<file path="config.mk">
export PLATFORM = sky130hd
export DESIGN_NAME = sssp_engine_flat
export DESIGN_NICKNAME = d
export VERILOG_FILES = /design/src/rtl/core/sssp_pkg.sv /design/src/rtl/core/sssp_edge_if.sv /design/src/rtl/core/sssp_result_if.sv /design/src/rtl/core/sssp_alu.sv /design/src/rtl/core/sssp_engine.sv /design/src/flat_wrapper.sv
export SDC_FILE = /design/constraint.sdc
export NUM_CORES = 2
export LEC_CHECK = 0
export ABC_AREA = 0
export BUFFER_PORTS_ARGS = -buffer_cell sky130_fd_sc_hd__buf_2
export CAP_MARGIN = 10
export CORE_ASPECT_RATIO = 0.6
export CORE_MARGIN = 2
export CORE_UTILIZATION = 25
export CTS_CLUSTER_DIAMETER = 30
export CTS_CLUSTER_SIZE = 10
export DETAILED_ROUTE_END_ITERATION = 10
export HOLD_SLACK_MARGIN = 0.02
export SYNTH_ARGS = -nofsm -noshare
export SYNTH_HDL_FRONTEND = slang
export SYNTH_SLANG_ARGS = --single-unit
</file>
<file path="constraint.sdc">
create_clock -name clk -period 16.21 [get_ports clk]
set_input_delay 3.242 -clock clk [delete_from_list [all_inputs] [get_ports clk]]
set_output_delay 3.242 -clock clk [all_outputs]
set_load 0.005 [all_outputs]
</file>
<file path="src/rtl/core/sssp_pkg.sv">
// shared constants, types and codes of the shortest path unit
`default_nettype none
package sssp_pkg;

	localparam int MAX_NODES = 64;
	localparam int MAX_EDGES = 1024;

	localparam int NODE_W   = 7;
	localparam int IDX_W    = $clog2(MAX_NODES);
	localparam int WEIGHT_W = 32;
	localparam int DIST_W   = 48;
	localparam int EDGE_AW  = (MAX_EDGES > 1) ? $clog2(MAX_EDGES) : 1;
	localparam int EDGE_CW  = $clog2(MAX_EDGES + 1);

	localparam logic [DIST_W-1:0] DIST_MAX = {DIST_W{1'b1}};

	localparam int CFG_INDEX_W = 2;
	localparam int CFG_DATA_W  = 7;

	localparam logic [CFG_INDEX_W-1:0] REG_NODE_COUNT  = 2'd0;
	localparam logic [CFG_INDEX_W-1:0] REG_SOURCE_NODE = 2'd1;

	typedef logic [0:0] alu_op_t;
	localparam alu_op_t ALU_CMP     = 1'b0;
	localparam alu_op_t ALU_ADD_CMP = 1'b1;

	typedef struct packed {
		logic [NODE_W-1:0] node_count;
		logic [NODE_W-1:0] source_node;
	} cfg_t;

	typedef struct packed {
		logic [IDX_W-1:0]    start_node;
		logic [IDX_W-1:0]    end_node;
		logic [WEIGHT_W-1:0] length;
	} edge_entry_t;

	typedef struct packed {
		logic        en;
		edge_entry_t entry;
	} edge_wr_t;

	typedef struct packed {
		logic               en;
		logic [EDGE_AW-1:0] addr;
		logic               clear;
	} edge_rd_t;

endpackage
`default_nettype wire

</file>
<file path="src/rtl/core/sssp_edge_if.sv">
// edge input channel of the shortest path unit
`default_nettype none
interface sssp_edge_if;
	import sssp_pkg::*;

	logic                valid;
	logic                ready;
	logic                has_edge;
	logic [NODE_W-1:0]   from_node;
	logic [NODE_W-1:0]   to_node;
	logic [WEIGHT_W-1:0] weight;
	logic                last_edge;

	modport source (output valid, has_edge, from_node, to_node, weight, last_edge,
		input ready);
	modport sink (input valid, has_edge, from_node, to_node, weight, last_edge,
		output ready);
endinterface
`default_nettype wire

</file>
<file path="src/rtl/core/sssp_result_if.sv">
// result output channel of the shortest path unit
`default_nettype none
interface sssp_result_if;
	import sssp_pkg::*;

	logic              valid;
	logic              ready;
	logic [NODE_W-1:0] node;
	logic [DIST_W-1:0] distance;
	logic              reachable;
	logic              last_result;

	modport source (output valid, node, distance, reachable, last_result, input ready);
	modport sink (input valid, node, distance, reachable, last_result, output ready);
endinterface
`default_nettype wire

</file>
<file path="src/rtl/core/sssp_alu.sv">
// shared saturating adder and magnitude comparator
`default_nettype none
module sssp_alu (
	input  sssp_pkg::alu_op_t             op,
	input  logic [sssp_pkg::DIST_W-1:0]   a,
	input  logic [sssp_pkg::DIST_W-1:0]   b,
	input  logic [sssp_pkg::DIST_W-1:0]   c,
	output logic [sssp_pkg::DIST_W-1:0]   sum,
	output logic                          less
);
	import sssp_pkg::*;

	logic [DIST_W:0] wide_sum;

	always_comb begin
		wide_sum = {1'b0, a} + {1'b0, b};
		sum      = wide_sum[DIST_W] ? DIST_MAX : wide_sum[DIST_W-1:0];
		case (op)
			ALU_CMP:     less = a < b;
			ALU_ADD_CMP: less = sum < c;
			default:     less = 1'b0;
		endcase
	end
endmodule
`default_nettype wire

</file>
<file path="src/rtl/core/sssp_engine.sv">
// search sequencer with distance store, settled marks and result register
`default_nettype none
module sssp_engine (
	input  logic                           clk,
	input  logic                           arst_n,
	input  sssp_pkg::cfg_t                 cfg,
	sssp_edge_if.sink                      edges,
	sssp_result_if.source                  results,
	output sssp_pkg::edge_wr_t             edge_wr,
	output sssp_pkg::edge_rd_t             edge_rd,
	input  sssp_pkg::edge_entry_t          edge_data,
	input  logic [sssp_pkg::EDGE_CW-1:0]   edge_count
);
	import sssp_pkg::*;

	localparam logic [2:0] ST_IDLE  = 3'd0;
	localparam logic [2:0] ST_INIT  = 3'd1;
	localparam logic [2:0] ST_SCAN  = 3'd2;
	localparam logic [2:0] ST_E_RD  = 3'd3;
	localparam logic [2:0] ST_E_CHK = 3'd4;
	localparam logic [2:0] ST_E_UPD = 3'd5;
	localparam logic [2:0] ST_O_RD  = 3'd6;
	localparam logic [2:0] ST_O_WR  = 3'd7;

	logic [2:0]           state_q;
	logic [NODE_W-1:0]    n_q;
	logic [NODE_W-1:0]    scan_k_q;
	logic [IDX_W-1:0]     out_k_q;
	logic [IDX_W-1:0]     ri_q;
	logic [IDX_W-1:0]     pick_q;
	logic                 rv_q;
	logic                 found_q;
	logic [DIST_W-1:0]    low_q;
	logic [DIST_W-1:0]    dist_rd_q;
	logic [EDGE_CW-1:0]   e_q;
	logic [MAX_NODES-1:0] settled_q;
	logic [MAX_NODES-1:0] reached_q;
	logic                 out_valid_q;
	logic [NODE_W-1:0]    out_node_q;
	logic [DIST_W-1:0]    out_dist_q;
	logic                 out_reach_q;
	logic                 out_last_q;

	logic [DIST_W-1:0] dist_mem [MAX_NODES];

	logic              in_xfer;
	logic              from_ok;
	logic              to_ok;
	logic [NODE_W-1:0] n_clamp;
	logic              src_ok;
	logic [IDX_W-1:0]  src_idx;
	logic              scan_rd;
	logic              scan_take;
	logic              scan_done;
	logic              relax_ok;
	logic              out_load;
	logic              out_last;
	logic              dist_re;
	logic [IDX_W-1:0]  dist_ra;
	logic              dist_we;
	logic [IDX_W-1:0]  dist_wa;
	logic [DIST_W-1:0] dist_wd;
	logic [IDX_W-1:0]  cand_idx;
	logic [DIST_W-1:0] cand;
	alu_op_t           alu_op;
	logic [DIST_W-1:0] alu_a;
	logic [DIST_W-1:0] alu_b;
	logic [DIST_W-1:0] alu_sum;
	logic              alu_less;

	assign edges.ready = (state_q == ST_IDLE);
	assign in_xfer     = edges.valid && edges.ready;

	assign from_ok = (edges.from_node != '0) && (edges.from_node <= NODE_W'(MAX_NODES));
	assign to_ok   = (edges.to_node != '0) && (edges.to_node <= NODE_W'(MAX_NODES));

	assign edge_wr.en               = in_xfer && edges.has_edge && from_ok && to_ok;
	assign edge_wr.entry.start_node = IDX_W'(edges.from_node - NODE_W'(1));
	assign edge_wr.entry.end_node   = IDX_W'(edges.to_node - NODE_W'(1));
	assign edge_wr.entry.length     = edges.weight;

	always_comb begin
		if (cfg.node_count == '0) begin
			n_clamp = NODE_W'(1);
		end else if (cfg.node_count > NODE_W'(MAX_NODES)) begin
			n_clamp = NODE_W'(MAX_NODES);
		end else begin
			n_clamp = cfg.node_count;
		end
	end

	assign src_ok  = (cfg.source_node != '0) && (cfg.source_node <= n_q);
	assign src_idx = IDX_W'(cfg.source_node - NODE_W'(1));

	assign scan_rd   = (state_q == ST_SCAN) && (scan_k_q < n_q);
	assign scan_done = (scan_k_q == n_q) && !rv_q;
	assign scan_take = (state_q == ST_SCAN) && rv_q && !settled_q[ri_q] && alu_less;
	assign relax_ok  = (edge_data.start_node == pick_q) &&
		(NODE_W'(edge_data.end_node) < n_q);
	assign out_load  = (state_q == ST_O_WR) && (!out_valid_q || results.ready);
	assign out_last  = (NODE_W'(out_k_q) + NODE_W'(1)) == n_q;

	assign edge_rd.en    = (state_q == ST_E_RD) && (e_q < edge_count);
	assign edge_rd.addr  = e_q[EDGE_AW-1:0];
	assign edge_rd.clear = out_load && out_last;

	always_comb begin
		dist_re = 1'b0;
		dist_ra = scan_k_q[IDX_W-1:0];
		dist_we = 1'b0;
		dist_wa = src_idx;
		dist_wd = '0;
		case (state_q)
			ST_INIT: begin
				dist_we = src_ok;
			end
			ST_SCAN: begin
				dist_re = scan_rd;
			end
			ST_E_CHK: begin
				dist_re = relax_ok;
				dist_ra = edge_data.end_node;
			end
			ST_E_UPD: begin
				dist_we = alu_less;
				dist_wa = edge_data.end_node;
				dist_wd = alu_sum;
			end
			ST_O_RD: begin
				dist_re = 1'b1;
				dist_ra = out_k_q;
			end
			default: begin
				dist_re = 1'b0;
			end
		endcase
	end

	always_comb begin
		case (state_q)
			ST_E_UPD: cand_idx = edge_data.end_node;
			ST_O_WR:  cand_idx = out_k_q;
			default:  cand_idx = ri_q;
		endcase
		cand = reached_q[cand_idx] ? dist_rd_q : DIST_MAX;
		if (state_q == ST_E_UPD) begin
			alu_op = ALU_ADD_CMP;
			alu_a  = low_q;
			alu_b  = DIST_W'(edge_data.length);
		end else begin
			alu_op = ALU_CMP;
			alu_a  = cand;
			alu_b  = low_q;
		end
	end

	sssp_alu u_alu (
		.op   (alu_op),
		.a    (alu_a),
		.b    (alu_b),
		.c    (cand),
		.sum  (alu_sum),
		.less (alu_less)
	);

	always_ff @(posedge clk) begin
		if (dist_we) begin
			dist_mem[dist_wa] <= dist_wd;
		end
		if (dist_re) begin
			dist_rd_q <= dist_mem[dist_ra];
		end
	end

	always_ff @(posedge clk or negedge arst_n) begin
		if (!arst_n) begin
			state_q     <= ST_IDLE;
			n_q         <= NODE_W'(1);
			scan_k_q    <= '0;
			out_k_q     <= '0;
			rv_q        <= 1'b0;
			found_q     <= 1'b0;
			e_q         <= '0;
			settled_q   <= '0;
			reached_q   <= '0;
			out_valid_q <= 1'b0;
		end else begin
			if (out_load) begin
				out_valid_q <= 1'b1;
			end else if (results.ready) begin
				out_valid_q <= 1'b0;
			end
			case (state_q)
				ST_IDLE: begin
					if (in_xfer && edges.last_edge) begin
						n_q       <= n_clamp;
						settled_q <= '0;
						reached_q <= '0;
						state_q   <= ST_INIT;
					end
				end
				ST_INIT: begin
					if (src_ok) begin
						reached_q[src_idx] <= 1'b1;
					end
					scan_k_q <= '0;
					rv_q     <= 1'b0;
					found_q  <= 1'b0;
					state_q  <= ST_SCAN;
				end
				ST_SCAN: begin
					rv_q <= scan_rd;
					if (scan_rd) begin
						scan_k_q <= scan_k_q + NODE_W'(1);
					end
					if (scan_take) begin
						found_q <= 1'b1;
					end
					if (scan_done) begin
						if (found_q) begin
							settled_q[pick_q] <= 1'b1;
							e_q               <= '0;
							state_q           <= ST_E_RD;
						end else begin
							out_k_q <= '0;
							state_q <= ST_O_RD;
						end
					end
				end
				ST_E_RD: begin
					if (edge_rd.en) begin
						state_q <= ST_E_CHK;
					end else begin
						scan_k_q <= '0;
						rv_q     <= 1'b0;
						found_q  <= 1'b0;
						state_q  <= ST_SCAN;
					end
				end
				ST_E_CHK: begin
					if (relax_ok) begin
						state_q <= ST_E_UPD;
					end else begin
						e_q     <= e_q + EDGE_CW'(1);
						state_q <= ST_E_RD;
					end
				end
				ST_E_UPD: begin
					if (alu_less) begin
						reached_q[edge_data.end_node] <= 1'b1;
					end
					e_q     <= e_q + EDGE_CW'(1);
					state_q <= ST_E_RD;
				end
				ST_O_RD: begin
					state_q <= ST_O_WR;
				end
				ST_O_WR: begin
					if (out_load) begin
						if (out_last) begin
							state_q <= ST_IDLE;
						end else begin
							out_k_q <= out_k_q + IDX_W'(1);
							state_q <= ST_O_RD;
						end
					end
				end
				default: begin
					state_q <= ST_IDLE;
				end
			endcase
		end
	end

	always_ff @(posedge clk) begin
		if (scan_rd) begin
			ri_q <= scan_k_q[IDX_W-1:0];
		end
		if ((state_q == ST_INIT) || ((state_q == ST_E_RD) && !edge_rd.en)) begin
			low_q <= DIST_MAX;
		end else if (scan_take) begin
			low_q  <= cand;
			pick_q <= ri_q;
		end
		if (out_load) begin
			out_node_q  <= NODE_W'(out_k_q) + NODE_W'(1);
			out_dist_q  <= reached_q[out_k_q] ? dist_rd_q : '0;
			out_reach_q <= reached_q[out_k_q];
			out_last_q  <= out_last;
		end
	end

	assign results.valid       = out_valid_q;
	assign results.node        = out_node_q;
	assign results.distance    = out_dist_q;
	assign results.reachable   = out_reach_q;
	assign results.last_result = out_last_q;

`ifndef NO_ASSERTIONS
	a_settled_bound: assert property (@(posedge clk) disable iff (!arst_n)
		$countones(settled_q) <= int'(n_q))
		else $error("more nodes settled than in use");
	a_pick_open: assert property (@(posedge clk) disable iff (!arst_n)
		((state_q == ST_SCAN) && found_q) |-> (!settled_q[pick_q] && reached_q[pick_q]))
		else $error("picked node already settled or unreached");
	a_relax_match: assert property (@(posedge clk) disable iff (!arst_n)
		(state_q == ST_E_UPD) |-> (edge_data.start_node == pick_q))
		else $error("relaxing an edge that does not leave the picked node");
`endif
endmodule
`default_nettype wire

</file>
<file path="src/flat_wrapper.sv">
// flat-port wrapper written by rule: the top's interface ports become plain ports
module sssp_engine_flat import sssp_pkg::*;
  (clk, arst_n, cfg, edge_wr, edge_rd, edge_data, edge_count, edges_valid, edges_has_edge, edges_from_node, edges_to_node, edges_weight, edges_last_edge, edges_ready, results_valid, results_node, results_distance, results_reachable, results_last_result, results_ready);
  sssp_edge_if edges_i ();
  sssp_result_if results_i ();
  input  logic clk;
  input  logic arst_n;
  input  sssp_pkg::cfg_t cfg;
  output sssp_pkg::edge_wr_t edge_wr;
  output sssp_pkg::edge_rd_t edge_rd;
  input  sssp_pkg::edge_entry_t edge_data;
  input  logic [sssp_pkg::EDGE_CW-1:0] edge_count;
  input wire logic [$bits(edges_i.valid)-1:0] edges_valid;
  input wire logic [$bits(edges_i.has_edge)-1:0] edges_has_edge;
  input wire logic [$bits(edges_i.from_node)-1:0] edges_from_node;
  input wire logic [$bits(edges_i.to_node)-1:0] edges_to_node;
  input wire logic [$bits(edges_i.weight)-1:0] edges_weight;
  input wire logic [$bits(edges_i.last_edge)-1:0] edges_last_edge;
  output wire logic [$bits(edges_i.ready)-1:0] edges_ready;
  output wire logic [$bits(results_i.valid)-1:0] results_valid;
  output wire logic [$bits(results_i.node)-1:0] results_node;
  output wire logic [$bits(results_i.distance)-1:0] results_distance;
  output wire logic [$bits(results_i.reachable)-1:0] results_reachable;
  output wire logic [$bits(results_i.last_result)-1:0] results_last_result;
  input wire logic [$bits(results_i.ready)-1:0] results_ready;
  assign edges_i.valid = edges_valid;
  assign edges_i.has_edge = edges_has_edge;
  assign edges_i.from_node = edges_from_node;
  assign edges_i.to_node = edges_to_node;
  assign edges_i.weight = edges_weight;
  assign edges_i.last_edge = edges_last_edge;
  assign edges_ready = edges_i.ready;
  assign results_valid = results_i.valid;
  assign results_node = results_i.node;
  assign results_distance = results_i.distance;
  assign results_reachable = results_i.reachable;
  assign results_last_result = results_i.last_result;
  assign results_i.ready = results_ready;
  sssp_engine u_core (.clk(clk), .arst_n(arst_n), .cfg(cfg), .edges(edges_i), .results(results_i), .edge_wr(edge_wr), .edge_rd(edge_rd), .edge_data(edge_data), .edge_count(edge_count));
endmodule
</file>
==> results.sh <==
export IMPL_antenna_left=0
export IMPL_die_h_um=583
export IMPL_ctsHtreeMaxLevel=5
export IMPL_cts_tree="built"
export IMPL_nets=8430
export IMPL_num_vias=77000
export IMPL_rsz0062_at_grt="no"
export IMPL_hold_viol=0
export IMPL_synth_common_cells="edfxtp_1, mux4_2, nand2_1"
export IMPL_skew_ps=76.1
export IMPL_synthFlopType="edfxtp_1"
export IMPL_hp_class="reg -> reg"
export IMPL_synth_mux_area_frac=0.147
export IMPL_ir_drop_mv=0.174
export IMPL_p_per_area_nw_per_um2=193
export IMPL_yosysSeqAreaShare=0.721
export IMPL_fin_crit_ps=14810
export IMPL_synth_avg_cell_area_um2=18.2
export IMPL_final_cells=15800
export IMPL_cts_resized=0
export IMPL_cp_required_ps=16750
export IMPL_leakage_nw=55.9
export IMPL_grt_first_pass_wirelength_mm=565
export IMPL_outcome="finished, final reports clean"
export IMPL_power_frac_seq=0.345
export IMPL_maxCapViolCount=0
export IMPL_area_growth_pct=18.4
export IMPL_yosys_area_top_type="edfxtp_1"
export IMPL_start_util=0.251
export IMPL_wl_per_cell_um=25.4
export IMPL_yosys_area_share_simple=0.0425
export IMPL_gr_total_overflow=0
export IMPL_grt_max_degree=100
export IMPL_drive_gt1_frac=0.242
export IMPL_slew_headroom=0.194
export IMPL_antenna_found_initial=19
export IMPL_cts_buffer_depth=4
export IMPL_dpl_cell_count=15100
export IMPL_intPower_mw=20.3
export IMPL_synth_top_area_share=0.685
export IMPL_finalPower_mw=31.9
export IMPL_swShare=0.364
export IMPL_setup_tns_ps=0
export IMPL_syn_nets=7977
export IMPL_path_common_cell="a21oi_1"
export IMPL_worstHoldStart="u_core.low_q[41]"
export IMPL_synth_edf_count=3189
export IMPL_drt_iter0_markers=11100
export IMPL_start_kind="input port"
export IMPL_drc=0
export IMPL_cts_buffers=442
export IMPL_drv_slew=0
export IMPL_worstReg2RegStart="u_core.state_q[1]"
export IMPL_netlist_area_um2=140000
export IMPL_drt_total_wl_mm=401
export IMPL_core_um2=557000
export IMPL_arrival_ps=15350
export IMPL_synthDistinctLibCells=75
export IMPL_worstSkewPairLatency_ps=950
export IMPL_synth_compound_area_frac=0.0501
export IMPL_grt_pass1_vias=73000
export IMPL_yosysWarningCount=0
export IMPL_startpoint="edge_data[34]"
export IMPL_cts_sinks=3402
export IMPL_synth_area_leaders="edfxtp_1, mux4_2, dfrtp_1, mux2i_1, ha_1"
export IMPL_period_share=0.913
export IMPL_fillers=54100
export IMPL_synth_xor_area_frac=0.00451
export IMPL_first_pass_iters=5
export IMPL_critical_path_class="in -> reg"
export IMPL_fp_row_count=212
export IMPL_ys_ff_latch=3402
export IMPL_synth_top_family_by_area="multiplexers"
export IMPL_place_congestion=0.868
export IMPL_setup_viol=0
export IMPL_p_sw_mw=11.6
export IMPL_synthAdderAreaFrac=0.0162
export IMPL_cpPeakStageDelay_ps=1080
export IMPL_fmax_mhz=67.5
export IMPL_track_usage=0.136
export IMPL_combPwrFrac=0.370
export IMPL_die_w_um=970
export IMPL_hpwlAfterDp_mm=245
export IMPL_cts_hold_buf=0
export IMPL_cts_root_buf="clkbuf_16"
export IMPL_hold_slack_ps=489
export IMPL_tightest_slew_ps=1180
export IMPL_yosysMostFrequentCell="edfxtp_1"
export IMPL_cts_setup_buffers=0
export IMPL_syn_instance_count=7675
export IMPL_critPathSlowestCell="a2111oi_0"
export IMPL_port_buffers=172
export IMPL_vias_per_cell=4.88
export IMPL_clkTransAtPathRegs_ps=50
export IMPL_io_pins=237
export IMPL_dieArea_um2=566000
export IMPL_clock_power_share=0.285
export IMPL_setup_worst_path_end_class="register"
export IMPL_async_flop_share=0.0485
export IMPL_cp_max_fo=48
==> cell usage in the layout, fill, tap and decap left out, types with 143 or more instances in the layout <==
cell type / netlist / routed
dfrtp_1: 164 / 164
edfxtp_1: 3189 / 3189
clkbuf_16: 0 / 455
a211oi_1: 272 / 272
buf_2: 82 / 172
buf_4: 43 / 254
mux4_2: 798 / 798
nor2_1: 305 / 247
nor2b_1: 143 / 143
a21oi_1: 389 / 350
nand2_1: 460 / 459
ha_1: 180 / 180
mux2i_1: 252 / 252
==> per-stage QoR <==
stage,setup slack (ps),util,cell area (µm²)
floorplan,2120,-,140000
global route,1070,0.298,166000
CTS,2090,0.298,166000
detailed placement,1150,0.274,152000
global placement,1160,0.274,152000
finish,1400,0.298,166000
==> critical path, delay by kind of cell <==
kind | cells | cell delay [ps]
mux | 1 | 430
compound gates | 15 | 5520
buf+inv | 5 | 1750
fa+ha+maj | 2 | 650
simple gates | 11 | 3140
xor+xnor | 1 | 360
==> registers in the layout, summed over array words and instances, names as in the netlist, 7 cells and up <==
signal / count
u_core.low_q: 48
u_core.settled_q: 64
u_core.n_q: 7
u_core.results.distance: 48
u_core.scan_k_q: 7
u_core.reached_q: 64
u_core.e_q: 11
u_core.dist_rd_q: 48
u_core.results.node: 7
u_core.dist_mem: 3072
==> layer usage <==
| layer | vias up | GRT usage | routed length, µm |
|---|---|---|---|
| met4 | 4 | 0.0355 | 10300 |
| met3 | 498 | 0.0455 | 49100 |
| met5 | - | 0.00152 | 26 |
| li1 | 31800 | - | - |
| met2 | 4230 | 0.174 | 155000 |
| met1 | 40500 | 0.215 | 187000 |
==> logic make-up after synthesis <==
kind of cell / Yosys count
AOI/OAI and AO/OA: 1096
xor gates and xnor gates: 72
adders and majority gates: 181
buffers and inverters: 621
DFF: 3402
muxes: 1050
and+or+nand+nor: 1253
==> worst paths after layout <==
kind	end	slack, ps	cells past startpoint
max in group asynchronous	u_core.e_q[3]	12280	2
max	u_core.dist_mem[45][5]	1400	35
min	u_core.low_q[41]	490	2
min reg2reg	u_core.low_q[41]	490	2
max reg2reg	u_core.dist_mem[45][5]	3100	35
min in group asynchronous	u_core.results.valid	2360	1
==> area by class of cell <==
type                    instances  area, µm²  share of cell area
clock inverters               163       1520             0.00915
clock buffers                 560      11900              0.0718
flip-flops and latches       3402     101000               0.609
well taps                    7383       9240              0.0558
repair buffers                506       4360              0.0263
diodes                          6       15.0           0.0000906
inverters                     124        465             0.00281
multi-input cells            3652      37300               0.225
==> power by group through the flow <==
stage,combinational (mW),clock (mW),sequential [mW]
detailed placement,11.6,0,11.2
CTS,11.7,9.24,11.0
global placement,11.7,0,11.2
global route,12.6,9.60,11.0
floorplan,7.42,0,11.0
finish,11.8,9.10,11.0
Power figures use the tool's default switching activity.
